===== src/hdl/message_ring_queue_with_waiters_top_assert.svh =====
// Assertion macros for the ring mailbox; clocked on clk, off while rst_n is low.
`ifndef MESSAGE_RING_QUEUE_WITH_WAITERS_TOP_ASSERT_SVH
`define MESSAGE_RING_QUEUE_WITH_WAITERS_TOP_ASSERT_SVH

// Same-cycle implication
`define MRQ_ASSERT_IMP(label, ante, cons) \
  label: assert property (@(posedge clk) disable iff (!rst_n) (ante) |-> (cons)) \
    else $error("ring mailbox assertion failed");

// Next-cycle implication
`define MRQ_ASSERT_NEXT(label, ante, cons) \
  label: assert property (@(posedge clk) disable iff (!rst_n) (ante) |=> (cons)) \
    else $error("ring mailbox assertion failed");

`endif


===== src/hdl/mrq_pkg.sv =====
package mrq_pkg;

  // Fixed limits of the mailbox
  localparam int MAX_TASKS     = 16;
  localparam int MAX_MSG_BYTES = 8;

  // Request codes
  localparam logic [1:0] REQ_ENQ = 2'd0;
  localparam logic [1:0] REQ_DEQ = 2'd1;
  localparam logic [1:0] REQ_CLR = 2'd2;

  // Status codes
  localparam logic [1:0] STAT_OK    = 2'd0;
  localparam logic [1:0] STAT_FULL  = 2'd1;
  localparam logic [1:0] STAT_EMPTY = 2'd2;
  localparam logic [1:0] STAT_SUSP  = 2'd3;

  typedef struct packed {
    logic [1:0]  req_type;
    logic [3:0]  task_id;
    logic        blocking;
    logic [3:0]  msg_len;
    logic [63:0] msg_data;
  } mrq_in_t;

  typedef struct packed {
    logic [1:0]  status;
    logic [63:0] read_data;
    logic [15:0] wake_mask;
    logic [8:0]  free_bytes;
  } mrq_out_t;

endpackage


===== src/hdl/mrq_ram.sv =====
module mrq_ram #(
  parameter int WIDTH = 8,
  parameter int DEPTH = 256,
  localparam int AW = $clog2(DEPTH)
) (
  input  logic             clk,
  input  logic             we,
  input  logic [AW-1:0]    waddr,
  input  logic [WIDTH-1:0] wdata,
  input  logic [AW-1:0]    raddr,
  output logic [WIDTH-1:0] rdata
);

  logic [WIDTH-1:0] mem [DEPTH];
  logic [WIDTH-1:0] rdata_r;

  // Write one entry, read one entry with registered data
  always_ff @(posedge clk) begin
    if (we) begin
      mem[waddr] <= wdata;
    end
    rdata_r <= mem[raddr];
  end

  assign rdata = rdata_r;

endmodule


===== src/hdl/message_ring_queue_with_waiters_top.sv =====
// Byte ring mailbox with task waiter masks. One request is worked on at a time; the byte
// store is a single RAM with one write and one registered read port, so it moves one byte a
// cycle. A clear, and reset, is followed by a zeroing pass over all QUEUE_DEPTH RAM entries
// during which no request is taken. After each write of the size register the pointers are
// reduced modulo the new size by a bit-serial remainder unit, which holds off requests while
// it runs. A request is taken in idle and evaluated, then its bytes are moved and its result
// is presented. A result waits in an output register, and the next request is taken while
// it waits.
module message_ring_queue_with_waiters_top #(
  parameter int QUEUE_DEPTH = 256
) (
  input  logic               clk,
  input  logic               rst_n,
  input  logic               in_valid,
  output logic               in_stall,
  input  mrq_pkg::mrq_in_t   in_item,
  output logic               out_valid,
  input  logic               out_stall,
  output mrq_pkg::mrq_out_t  out_item,
  input  logic               cfg_valid,
  output logic               cfg_ready,
  input  logic [8:0]         cfg_data
);

  localparam int CAP = (QUEUE_DEPTH > 511) ? 511 : QUEUE_DEPTH;
  localparam logic [8:0] CAP_SIZE = 9'(CAP);
  localparam logic [8:0] RST_SIZE = (CAP < 256) ? CAP_SIZE : 9'd256;
  localparam int PW = $clog2(CAP);
  localparam int BW = (PW > 1) ? $clog2(PW) : 1;
  localparam int AW = $clog2(QUEUE_DEPTH);
  localparam logic [AW-1:0] ZERO_LAST = AW'(QUEUE_DEPTH - 1);
  localparam logic [BW-1:0] BIT_TOP = BW'(PW - 1);

  typedef enum logic [2:0] {
    S_ZERO, S_IDLE, S_REDUCE, S_EVAL, S_ENQ, S_DEQ, S_FINISH
  } state_t;

  state_t               state_r, state_nxt;
  logic [8:0]           cfg_size_r, cfg_size_nxt;
  logic                 pend_r, pend_nxt;
  logic [PW-1:0]        wp_r, wp_nxt, rp_r, rp_nxt;
  logic [PW-1:0]        wpm_r, wpm_nxt, rpm_r, rpm_nxt;
  logic [8:0]           free_r, free_nxt;
  logic [15:0]          send_r, send_nxt, recv_r, recv_nxt;
  logic [AW-1:0]        zcnt_r, zcnt_nxt;
  logic [8:0]           wrem_r, wrem_nxt, rrem_r, rrem_nxt;
  logic [BW-1:0]        bidx_r, bidx_nxt;
  mrq_pkg::mrq_in_t     item_r, item_nxt;
  logic [3:0]           cnt_r, cnt_nxt;
  logic                 rvalid_r, rvalid_nxt;
  logic [2:0]           rslot_r, rslot_nxt;
  logic [1:0]           status_r, status_nxt;
  logic [15:0]          wake_r, wake_nxt;
  logic [63:0]          rdata_r, rdata_nxt;
  logic                 ov_r, ov_nxt;
  mrq_pkg::mrq_out_t    out_r, out_nxt;

  logic [8:0]           size_w;
  logic [8:0]           stored_w;
  logic [3:0]           n_w;
  logic [15:0]          tbit_w;
  logic [PW:0]          wsum_w, rsum_w;
  logic [PW-1:0]        wpm_inc, rpm_inc;
  logic [9:0]           wt_w, rt_w, wstep_w, rstep_w;

  logic                 ram_we;
  logic [AW-1:0]        ram_waddr;
  logic [7:0]           ram_wdata;
  logic [7:0]           ram_rdata;

  mrq_ram #(
    .WIDTH (8),
    .DEPTH (QUEUE_DEPTH)
  ) u_ring (
    .clk   (clk),
    .we    (ram_we),
    .waddr (ram_waddr),
    .wdata (ram_wdata),
    .raddr (AW'(rpm_r)),
    .rdata (ram_rdata)
  );

  // Clamp the size register and the message length, and derive the stored byte count and the task bit
  always_comb begin
    if (cfg_size_r == 9'd0) begin
      size_w = 9'd1;
    end else if (cfg_size_r > CAP_SIZE) begin
      size_w = CAP_SIZE;
    end else begin
      size_w = cfg_size_r;
    end
    stored_w = (free_r >= size_w) ? 9'd0 : size_w - free_r;
    n_w = (item_r.msg_len > 4'(mrq_pkg::MAX_MSG_BYTES)) ?
          4'(mrq_pkg::MAX_MSG_BYTES) : item_r.msg_len;
    tbit_w = (32'(item_r.task_id) < mrq_pkg::MAX_TASKS) ?
             (16'd1 << item_r.task_id) : 16'd0;
  end

  // Advance pointers with wrap at the size in use
  always_comb begin
    wsum_w = {1'b0, wpm_r} + (PW+1)'(1);
    rsum_w = {1'b0, rpm_r} + (PW+1)'(1);
    wpm_inc = (10'(wsum_w) == 10'(size_w)) ? '0 : wsum_w[PW-1:0];
    rpm_inc = (10'(rsum_w) == 10'(size_w)) ? '0 : rsum_w[PW-1:0];
  end

  // One restoring remainder step for each pointer
  always_comb begin
    wt_w = {wrem_r, wp_r[bidx_r]};
    rt_w = {rrem_r, rp_r[bidx_r]};
    wstep_w = (wt_w >= {1'b0, size_w}) ? wt_w - {1'b0, size_w} : wt_w;
    rstep_w = (rt_w >= {1'b0, size_w}) ? rt_w - {1'b0, size_w} : rt_w;
  end

  // Sequence one request through the ring store, with the zeroing pass and the pointer reduction
  always_comb begin
    state_nxt    = state_r;
    cfg_size_nxt = cfg_size_r;
    pend_nxt     = pend_r;
    wp_nxt       = wp_r;
    rp_nxt       = rp_r;
    wpm_nxt      = wpm_r;
    rpm_nxt      = rpm_r;
    free_nxt     = free_r;
    send_nxt     = send_r;
    recv_nxt     = recv_r;
    zcnt_nxt     = zcnt_r;
    wrem_nxt     = wrem_r;
    rrem_nxt     = rrem_r;
    bidx_nxt     = bidx_r;
    item_nxt     = item_r;
    cnt_nxt      = cnt_r;
    rvalid_nxt   = 1'b0;
    rslot_nxt    = cnt_r[2:0];
    status_nxt   = status_r;
    wake_nxt     = wake_r;
    rdata_nxt    = rdata_r;
    ov_nxt       = ov_r;
    out_nxt      = out_r;
    ram_we       = 1'b0;
    ram_waddr    = AW'(wpm_r);
    ram_wdata    = item_r.msg_data[{cnt_r[2:0], 3'b000} +: 8];

    // Drop the result once taken
    if (ov_r && !out_stall) begin
      ov_nxt = 1'b0;
    end

    case (state_r)
      S_ZERO: begin
        ram_we    = 1'b1;
        ram_waddr = zcnt_r;
        ram_wdata = 8'd0;
        zcnt_nxt  = zcnt_r + AW'(1);
        if (zcnt_r == ZERO_LAST) begin
          state_nxt = S_IDLE;
        end
      end
      S_IDLE: begin
        if (pend_r) begin
          pend_nxt  = 1'b0;
          wrem_nxt  = 9'd0;
          rrem_nxt  = 9'd0;
          bidx_nxt  = BIT_TOP;
          state_nxt = S_REDUCE;
        end else if (in_valid) begin
          item_nxt  = in_item;
          state_nxt = S_EVAL;
        end
      end
      S_REDUCE: begin
        wrem_nxt = wstep_w[8:0];
        rrem_nxt = rstep_w[8:0];
        if (bidx_r == '0) begin
          wpm_nxt   = wstep_w[PW-1:0];
          rpm_nxt   = rstep_w[PW-1:0];
          state_nxt = S_IDLE;
        end else begin
          bidx_nxt = bidx_r - BW'(1);
        end
      end
      S_EVAL: begin
        status_nxt = mrq_pkg::STAT_OK;
        wake_nxt   = 16'd0;
        rdata_nxt  = 64'd0;
        cnt_nxt    = 4'd0;
        state_nxt  = S_FINISH;
        case (item_r.req_type)
          mrq_pkg::REQ_ENQ: begin
            if (9'(n_w) > free_r) begin
              if (item_r.blocking) begin
                send_nxt   = send_r | tbit_w;
                status_nxt = mrq_pkg::STAT_SUSP;
              end else begin
                status_nxt = mrq_pkg::STAT_FULL;
              end
            end else begin
              // Settle the raw pointer on the reduced one, even for an empty message
              wp_nxt   = wpm_r;
              free_nxt = free_r - 9'(n_w);
              wake_nxt = recv_r;
              recv_nxt = 16'd0;
              if (n_w != 4'd0) begin
                state_nxt = S_ENQ;
              end
            end
          end
          mrq_pkg::REQ_DEQ: begin
            if (9'(n_w) > stored_w) begin
              if (item_r.blocking) begin
                recv_nxt   = recv_r | tbit_w;
                status_nxt = mrq_pkg::STAT_SUSP;
              end else begin
                status_nxt = mrq_pkg::STAT_EMPTY;
              end
            end else begin
              // Settle the raw pointer on the reduced one, even for an empty message
              rp_nxt   = rpm_r;
              free_nxt = free_r + 9'(n_w);
              wake_nxt = send_r;
              send_nxt = 16'd0;
              if (n_w != 4'd0) begin
                state_nxt = S_DEQ;
              end
            end
          end
          mrq_pkg::REQ_CLR: begin
            wp_nxt   = '0;
            rp_nxt   = '0;
            wpm_nxt  = '0;
            rpm_nxt  = '0;
            free_nxt = size_w;
            send_nxt = 16'd0;
            recv_nxt = 16'd0;
          end
          default: begin
          end
        endcase
      end
      S_ENQ: begin
        ram_we  = 1'b1;
        wpm_nxt = wpm_inc;
        wp_nxt  = wpm_inc;
        cnt_nxt = cnt_r + 4'd1;
        if (cnt_r + 4'd1 == n_w) begin
          state_nxt = S_FINISH;
        end
      end
      S_DEQ: begin
        // Issue one read a cycle, collect its registered data in the next cycle
        if (cnt_r != n_w) begin
          rvalid_nxt = 1'b1;
          rpm_nxt    = rpm_inc;
          rp_nxt     = rpm_inc;
          cnt_nxt    = cnt_r + 4'd1;
        end
        if (rvalid_r) begin
          rdata_nxt[{rslot_r, 3'b000} +: 8] = ram_rdata;
          if (cnt_r == n_w) begin
            state_nxt = S_FINISH;
          end
        end
      end
      S_FINISH: begin
        if (!ov_r || !out_stall) begin
          ov_nxt             = 1'b1;
          out_nxt.status     = status_r;
          out_nxt.read_data  = rdata_r;
          out_nxt.wake_mask  = wake_r;
          out_nxt.free_bytes = free_r;
          zcnt_nxt           = '0;
          state_nxt = (item_r.req_type == mrq_pkg::REQ_CLR) ? S_ZERO : S_IDLE;
        end
      end
      default: begin
        state_nxt = S_IDLE;
      end
    endcase

    // Take a size write and schedule the pointer reduction
    if (cfg_valid) begin
      cfg_size_nxt = cfg_data;
      pend_nxt     = 1'b1;
    end
  end

  // Hold state and registered outputs
  always_ff @(posedge clk) begin
    if (!rst_n) begin
      state_r    <= S_ZERO;
      cfg_size_r <= 9'd256;
      pend_r     <= 1'b0;
      wp_r       <= '0;
      rp_r       <= '0;
      wpm_r      <= '0;
      rpm_r      <= '0;
      free_r     <= RST_SIZE;
      send_r     <= 16'd0;
      recv_r     <= 16'd0;
      zcnt_r     <= '0;
      rvalid_r   <= 1'b0;
      ov_r       <= 1'b0;
    end else begin
      state_r    <= state_nxt;
      cfg_size_r <= cfg_size_nxt;
      pend_r     <= pend_nxt;
      wp_r       <= wp_nxt;
      rp_r       <= rp_nxt;
      wpm_r      <= wpm_nxt;
      rpm_r      <= rpm_nxt;
      free_r     <= free_nxt;
      send_r     <= send_nxt;
      recv_r     <= recv_nxt;
      zcnt_r     <= zcnt_nxt;
      rvalid_r   <= rvalid_nxt;
      ov_r       <= ov_nxt;
    end
    wrem_r   <= wrem_nxt;
    rrem_r   <= rrem_nxt;
    bidx_r   <= bidx_nxt;
    item_r   <= item_nxt;
    cnt_r    <= cnt_nxt;
    rslot_r  <= rslot_nxt;
    status_r <= status_nxt;
    wake_r   <= wake_nxt;
    rdata_r  <= rdata_nxt;
    out_r    <= out_nxt;
  end

  assign in_stall  = !((state_r == S_IDLE) && !pend_r);
  assign cfg_ready = 1'b1;
  assign out_valid = ov_r;
  assign out_item  = out_r;

`include "message_ring_queue_with_waiters_top_assert.svh"

  `MRQ_ASSERT_IMP(a_ptr_in_ring, (state_r == S_IDLE) && !pend_r,
                  (9'(wpm_r) < size_w) && (9'(rpm_r) < size_w))
  `MRQ_ASSERT_IMP(a_wake_on_success, out_valid && (out_item.status != mrq_pkg::STAT_OK),
                  out_item.wake_mask == 16'd0)
  `MRQ_ASSERT_IMP(a_rdata_on_success, out_valid && (out_item.status != mrq_pkg::STAT_OK),
                  out_item.read_data == 64'd0)
  `MRQ_ASSERT_NEXT(a_accept_to_eval, in_valid && !in_stall, state_r == S_EVAL)

endmodule

===== config.mk =====
export PLATFORM = sky130hd
export DESIGN_NAME = message_ring_queue_with_waiters_top
export DESIGN_NICKNAME = d
export VERILOG_FILES = /design/src/hdl/mrq_pkg.sv /design/src/hdl/mrq_ram.sv /design/src/hdl/message_ring_queue_with_waiters_top.sv
export VERILOG_INCLUDE_DIRS = /design/src /design/src/hdl
export SDC_FILE = /design/constraint.sdc
export NUM_CORES = 2
export LEC_CHECK = 0
export ABC_CLOCK_PERIOD_IN_PS = 12000
export BUFFER_PORTS_ARGS = -buffer_cell sky130_fd_sc_hd__buf_2
export CORE_MARGIN = 4
export CORE_UTILIZATION = 46
export DETAILED_ROUTE_END_ITERATION = 6
export PLACE_DENSITY = 0.6
export SKIP_LAST_GASP = 1
export SYNTH_ARGS = -nofsm -noshare
export SYNTH_HDL_FRONTEND = slang
export SYNTH_SLANG_ARGS = --single-unit

===== constraint.sdc =====
create_clock -name clk -period 12 [get_ports clk]
set_input_delay 0.6 -clock clk [delete_from_list [all_inputs] [get_ports clk]]
set_output_delay 0.6 -clock clk [all_outputs]
set_load 0.005 [all_outputs]

### Word level (Yosys, flattened, before mapping)

Memory sizes are Yosys's and may differ from the RTL's. A register that Yosys moved wholly into a read port is not among the register bits.
Cells that the tools add are included.

| word-level totals | value |
|---|---|
| register bits after elaboration | 372 |
| memory bits (writable) | 2048 |
| input bits | 89 |
| output and inout bits | 94 |
| logic and storage cells | 212 |
| memories | 1 |

Memories:

| memory | words | width | rd ports | clocked after memory_dff | wr ports | line | text |
|---|---|---|---|---|---|---|---|
| u_ring.mem | 256 | 8 | 1 | 1 | 1 | mrq_ram.sv:14 | `logic [WIDTH-1:0] mem [DEPTH];` |

| cells by class | value |
|---|---|
| add/subtract/negate cells | 11 |
| order comparisons | 8 |
| equality and inequality tests | 35 |
| shifts and indexed selects | 4 |
| multiplexer cells | 82 |
| bitwise logic cells | 3 |
| reduce and logical (&&, ||, !) cells | 38 |

Operator list:

| kind | number |
|---|---|
| $mux W16 | 8 |
| $pmux W64 S2 | 1 |
| $pmux W16 S3 | 2 |
| $mux W8 | 11 |
| $pmux W8 S2 | 5 |
| $mux W9 | 8 |
| $bwmux W64 | 1 |
| $mux W64 | 1 |
| $shift A8 B8 Y64 const A | 1 |
| $shiftx A64 B7 Y8 | 1 |
| $shiftx A8 B8 Y64 | 1 |
| $pmux W8 S3 | 2 |
| $pmux W9 S2 | 2 |
| $ne A2 B2 Y1 const B | 16 |
| $or A16 B16 Y16 | 2 |
| $pmux W16 S2 | 1 |
| $mux W3 | 10 |
| $pmux W9 S3 | 1 |
| $sub A9 B9 Y9 | 3 |
| $pmux W3 S7 | 1 |
| $ge A10 B9 Y1 | 2 |
| $add A8 B1 Y9 const B | 2 |
| $eq A9 B9 Y1 | 2 |
| $gt A4 B9 Y1 | 2 |
| other kinds (44) | 95 |

### Longest topological paths before layout

| depth | value |
|---|---|
| depth in word-level cells | 9 |
| depth in mapped cells | 21 |
| depth with buffers taken out | 18 |

### By module

From an unflattened synthesis, not the netlist that was laid out.

| second synthesis, totals | value |
|---|---|
| cell total of the unflattened synthesis | 5343 |
| area, all modules | 97543.6 µm² |

By module, submodules not included:

| module | times used | cells an instance | area an instance (µm²) | sequential area each (µm²) |
|---|---|---|---|---|
| mrq_ram | 1 | 3733 | 79556.3 | 61659.1 |
| message_ring_queue_with_waiters_top | 1 | 1610 | 17987.3 | 10179.8 |

### Worst setup path before layout

OpenSTA, ideal clock, no wires.

| path | value |
|---|---|
| path type | reg-to-reg |
| start | reg cnt_r[0] |
| end | mem u_ring.mem[0][6], data pin |
| setup time | 1.391 ns |
| arrival time | 7.668 ns |
| required time | 10.609 ns |
| path slack | 2.941 ns |
| cell stages (with the launch flop) | 6 |
| path buffers | 2 |
| clock period less this slack | 9.059 ns |
| cell sequence | edfxtp_1 -> clkbuf_1 -> clkbuf_1 -> mux4_2 -> mux2i_1 -> nor2_1 |

| between the ends | value |
|---|---|
| cells in the longest elaborated chain, start to end | 2 |

RTL lines:

| item | line | text |
|---|---|---|
| start: declaration | message_ring_queue_with_waiters_top.sv:49 | `logic [3:0] cnt_r, cnt_nxt;` |
| start signal: assignment | message_ring_queue_with_waiters_top.sv:322 | `cnt_r <= cnt_nxt;` |
| $shiftx A64 B7 Y8 | message_ring_queue_with_waiters_top.sv:142 | `ram_wdata = item_r.msg_data[{cnt_r[2:0], 3'b000} +: 8];` |
| $mux W8 | message_ring_queue_with_waiters_top.sv:149 | `case (state_r)` |
| via ram_wdata[6] | message_ring_queue_with_waiters_top.sv:68 | `logic [7:0] ram_wdata;` |
| end: declaration | mrq_ram.sv:14 |  |

The timed path passes the listed nets, and every way through them passes these cells.

==> results.tsv <==
stage	metric	value	unit
timing	# setup viols final	0	
worst_setup_path	worst-path maximum fanout	90	
worst_setup_path	Worst Setup Start Kind	register	
cells_and_area	Seq. cell area	71860	µm²
power_and_ir_drop	total power	0.01838	W
floorplanning	Initial Utilization	0.4621	
logic_synthesis	sequential share of the synthesized area	0.7426	
drt	WL final	244.6	mm
placed_design	routability cong.	0.8655	
placed_design	IO Port Bufs	181	
cells_and_area	Core Util, Final	0.5254	
cells_and_area	# nets final	5409	
worst_setup_path	crit end category	register	
timing	max-slew violations	0	
logic_synthesis	register bit count reported by yosys	2428	
drt	average wire per standard cell	29.61	µm
drt	DRC	0	
floorplanning	chip height	466.6	µm
clock_tree	CTS Buffer Depth	4	
clock_tree	Post-CTS Resized	0	
logic_synthesis	Syn Inst Count	4941	
logic_synthesis	area share of the leading cell type in the synthesized netlist	0.7205	
logic_synthesis	fraction of registers with async set/reset	0	
timing	Worst Tran Pin Value	1.305	ns
global_routing	initial antenna violation count	6	
drt	DRT Pass-1 Iters	5	
logic_synthesis	Avg Cell Area, Syn	19.58	µm²
logic_synthesis	Synth Warn #	0	
drt	drt via density	6.002	
clock_tree	H-tree depth	5	
logic_synthesis	ranking of synthesized cells by area	edfxtp_1 (72%), mux4_2 (15%), dfxtp_1 (2.2%), nor2_1 (1.6%), mux2i_1 (1.1%)	
power_and_ir_drop	Leakage	34.39	nW
logic_synthesis	count of cell types in the netlist	89	
timing	RSZ-0062 raised after global routing	no	
timing	TNS Setup	0	ns
timing	Final period util	0.4397	
logic_synthesis	Synthesized Nets	5086	
drt	via count	49590	
global_routing	first-pass GRT wire length	355.4	mm
global_routing	vias in the first global route	49770	
clock_tree	Root Buffer	clkbuf_16	
logic_synthesis	count leader, synth	edfxtp_1	
floorplanning	IO Count	183	
global_routing	gr usage total	0.2240	
drt	ANT nets after route	0	
run	Max Cap Viol	0	
cells_and_area	Multi-input gate area	23610	µm²
clock_tree	worst-skew pair later-pin latency	0.93	ns
floorplanning	number of core rows	168	
cells_and_area	Final Cell Area	110000	µm²
clock_tree	CTS buffer count	275	
floorplanning	core area	209400	µm²
timing	min cycle time layout	5.276	ns
timing	Slew HR	0.1241	
clock_tree	setup bufs post-CTS	0	
run_status	status	finished, final reports clean	
logic_synthesis	Synth top cells by count	edfxtp_1 (2321), mux4_2 (637), nor2_1 (425), nand2_1 (208), clkbuf_1 (182)	
logic_synthesis	predominant post-synthesis flop cell	edfxtp_1	
timing	Final Hold Viols	0	
global_routing	GRT overflow	0	
power_and_ir_drop	Worst VDD drop	0.1442	mV
clock_tree	Reg clk slew, reported paths	0.06	ns
timing	clk_skew	0.07083	ns
worst_setup_path	Crit Path Class	register to register	
floorplanning	die footprint	217700	µm²
cells_and_area	area grow syn2layout	13.70	%
clock_tree	CTS tree	done	
placed_design	Placed Instance Area	100800	µm²
worst_setup_path	crit path DAT	6.10	ns
cells_and_area	FILL cells	16370	
cells_and_area	share of cells above drive strength 1	0.2462	
clock_tree	Sink Count	2428	
timing	hold slack	0.06379	ns
placed_design	HPWL Detailed	145.3	mm
drt	Iteration-0 DRC Markers	5549	
power_and_ir_drop	Power Dens Cells	167.1	nW/µm²
logic_synthesis	Cell Area, Synth	96740	µm²
hold_path	Hold WC Path Type	input pin to register	
global_routing	pin count of the biggest net entering global routing	225	
timing	fmax	189.5	MHz
logic_synthesis	number of synthesized flops with an enable pin	2321	
worst_setup_path	Critical Path RT	12.82	ns
clock_tree	Post-CTS Hold Buffers	77	
logic_synthesis	area leader, netlist	edfxtp_1	
floorplanning	die width	466.6	µm
-- final cells by class --
class	instances	area share
Inverter	60	0.002059
Timing Repair Buffer	341	0.02193
Multi-Input combinational cell	2158	0.2147
Antenna cell	3	0.00006825
Clock inverter	118	0.008213
Clock buffer	349	0.06783
Tap cell	2805	0.03191
Sequential cell	2428	0.6533
-- cell families after synthesis --
family / synth area share
XOR/XNOR: 0.005006
AND/OR/NAND/NOR: 0.03944
buffers and inverters: 0.01469
other: 0.00003877
adder cells (fa/ha/maj): 0.007631
flip-flops: 0.7426
multiplexers: 0.1598
AO/OA/AOI/OAI: 0.03078
-- stage by stage --
stage / worst slack (ns) / cells
floorplan: 2.941 / 4941
global placement: 6.587 / 7714
detailed placement: 6.619 / 7715
CTS: 6.637 / 8259
global route: 6.226 / 8260
finish: 6.724 / 8262
-- flip-flops by register name (all words and copies together), names as in the netlist, 2 cells and up --
register	count
rrem_r	9
wake_r	16
rdata_r	64
wrem_r	9
send_r	16
state_r	3
rp_r	8
recv_r	16
bidx_r	3
cnt_r	4
u_ring.mem	2048
u_ring.rdata	8
cfg_size_r	9
out_item	91
wpm_r	8
wp_r	8
rpm_r	8
item_r	75
zcnt_r	8
rslot_r	3
free_r	9
status_r	2
-- layout by cell type (no fill, tap or decap), types with 10 or more instances in the layout --
cell type      Yosys  routed
o21a_1            10      10
nor2_4             0      10
edfxtp_1        2321    2321
xor2_1            21      21
a211oi_1          20      20
nand2_2            0      17
nor4_1            22      22
dlygate4sd3_1      0      77
bufinv_16          0      12
nor2_2            10      11
a31oi_1           30      30
clkbuf_1         182      54
ha_1              51      51
dfxtp_1          107     102
a21oi_1          110     110
mux2i_1          103     103
nor3_1            24      24
clkinv_2           0      39
and2_1            13      12
nor2b_1           24      23
nand2b_1          19      19
buf_4              1      74
clkbuf_8           0      11
nor2_1           425     414
nand3_1           42      42
clkinv_1           0      51
nand2_1          208     191
o21ai_0           80      79
buf_2             49     181
inv_1             59      58
xnor2_1           29      29
nand4_1           10      10
or3_1             13      13
mux4_2           637     637
a22o_1            20      20
nand3b_1          14      14
o22ai_1           16      16
clkbuf_16          0     284
a22oi_1           42      42
and3_1            11      11
-- worst max-delay path, cell delays in order (launching register included) --
cell and delay, ns:
dfxtp_4 0.92, buf_4 0.76, buf_12 0.64, mux4_2 0.64, mux4_2 0.48, a22oi_1 0.96
a221oi_1 0.30, a31o_2 0.29
-- where the power goes --
part / leakage, nW / internal (W) / switching (W) / total, W
Clock: 4.09 / 0.00463 / 0.00324 / 0.00788
Sequential: 22.1 / 0.00953 / 0.000121 / 0.00965
Combinational: 8.23 / 0.000199 / 0.000654 / 0.000853
Total: 34.4 / 0.0144 / 0.00402 / 0.0184
-- worst paths after layout --
path	start	endpoint	slack, ns	depth (start not counted)
worst min-delay path	cfg_data[2]	cfg_size_r[2]	0.06	3
worst max register to register	rpm_r[0]	u_ring.rdata[1]	6.72	7
worst min register to register	wake_r[1]	out_item[10]	0.42	0
worst max-delay path	rpm_r[0]	u_ring.rdata[1]	6.72	7
-- metal layers --
layer,part of all wire,track usage
met5,0,0
met4,0.031,0.06640
met3,0.067,0.03896
met2,0.48,0.3590
met1,0.42,0.3184
Power figures use the tool's default switching activity.
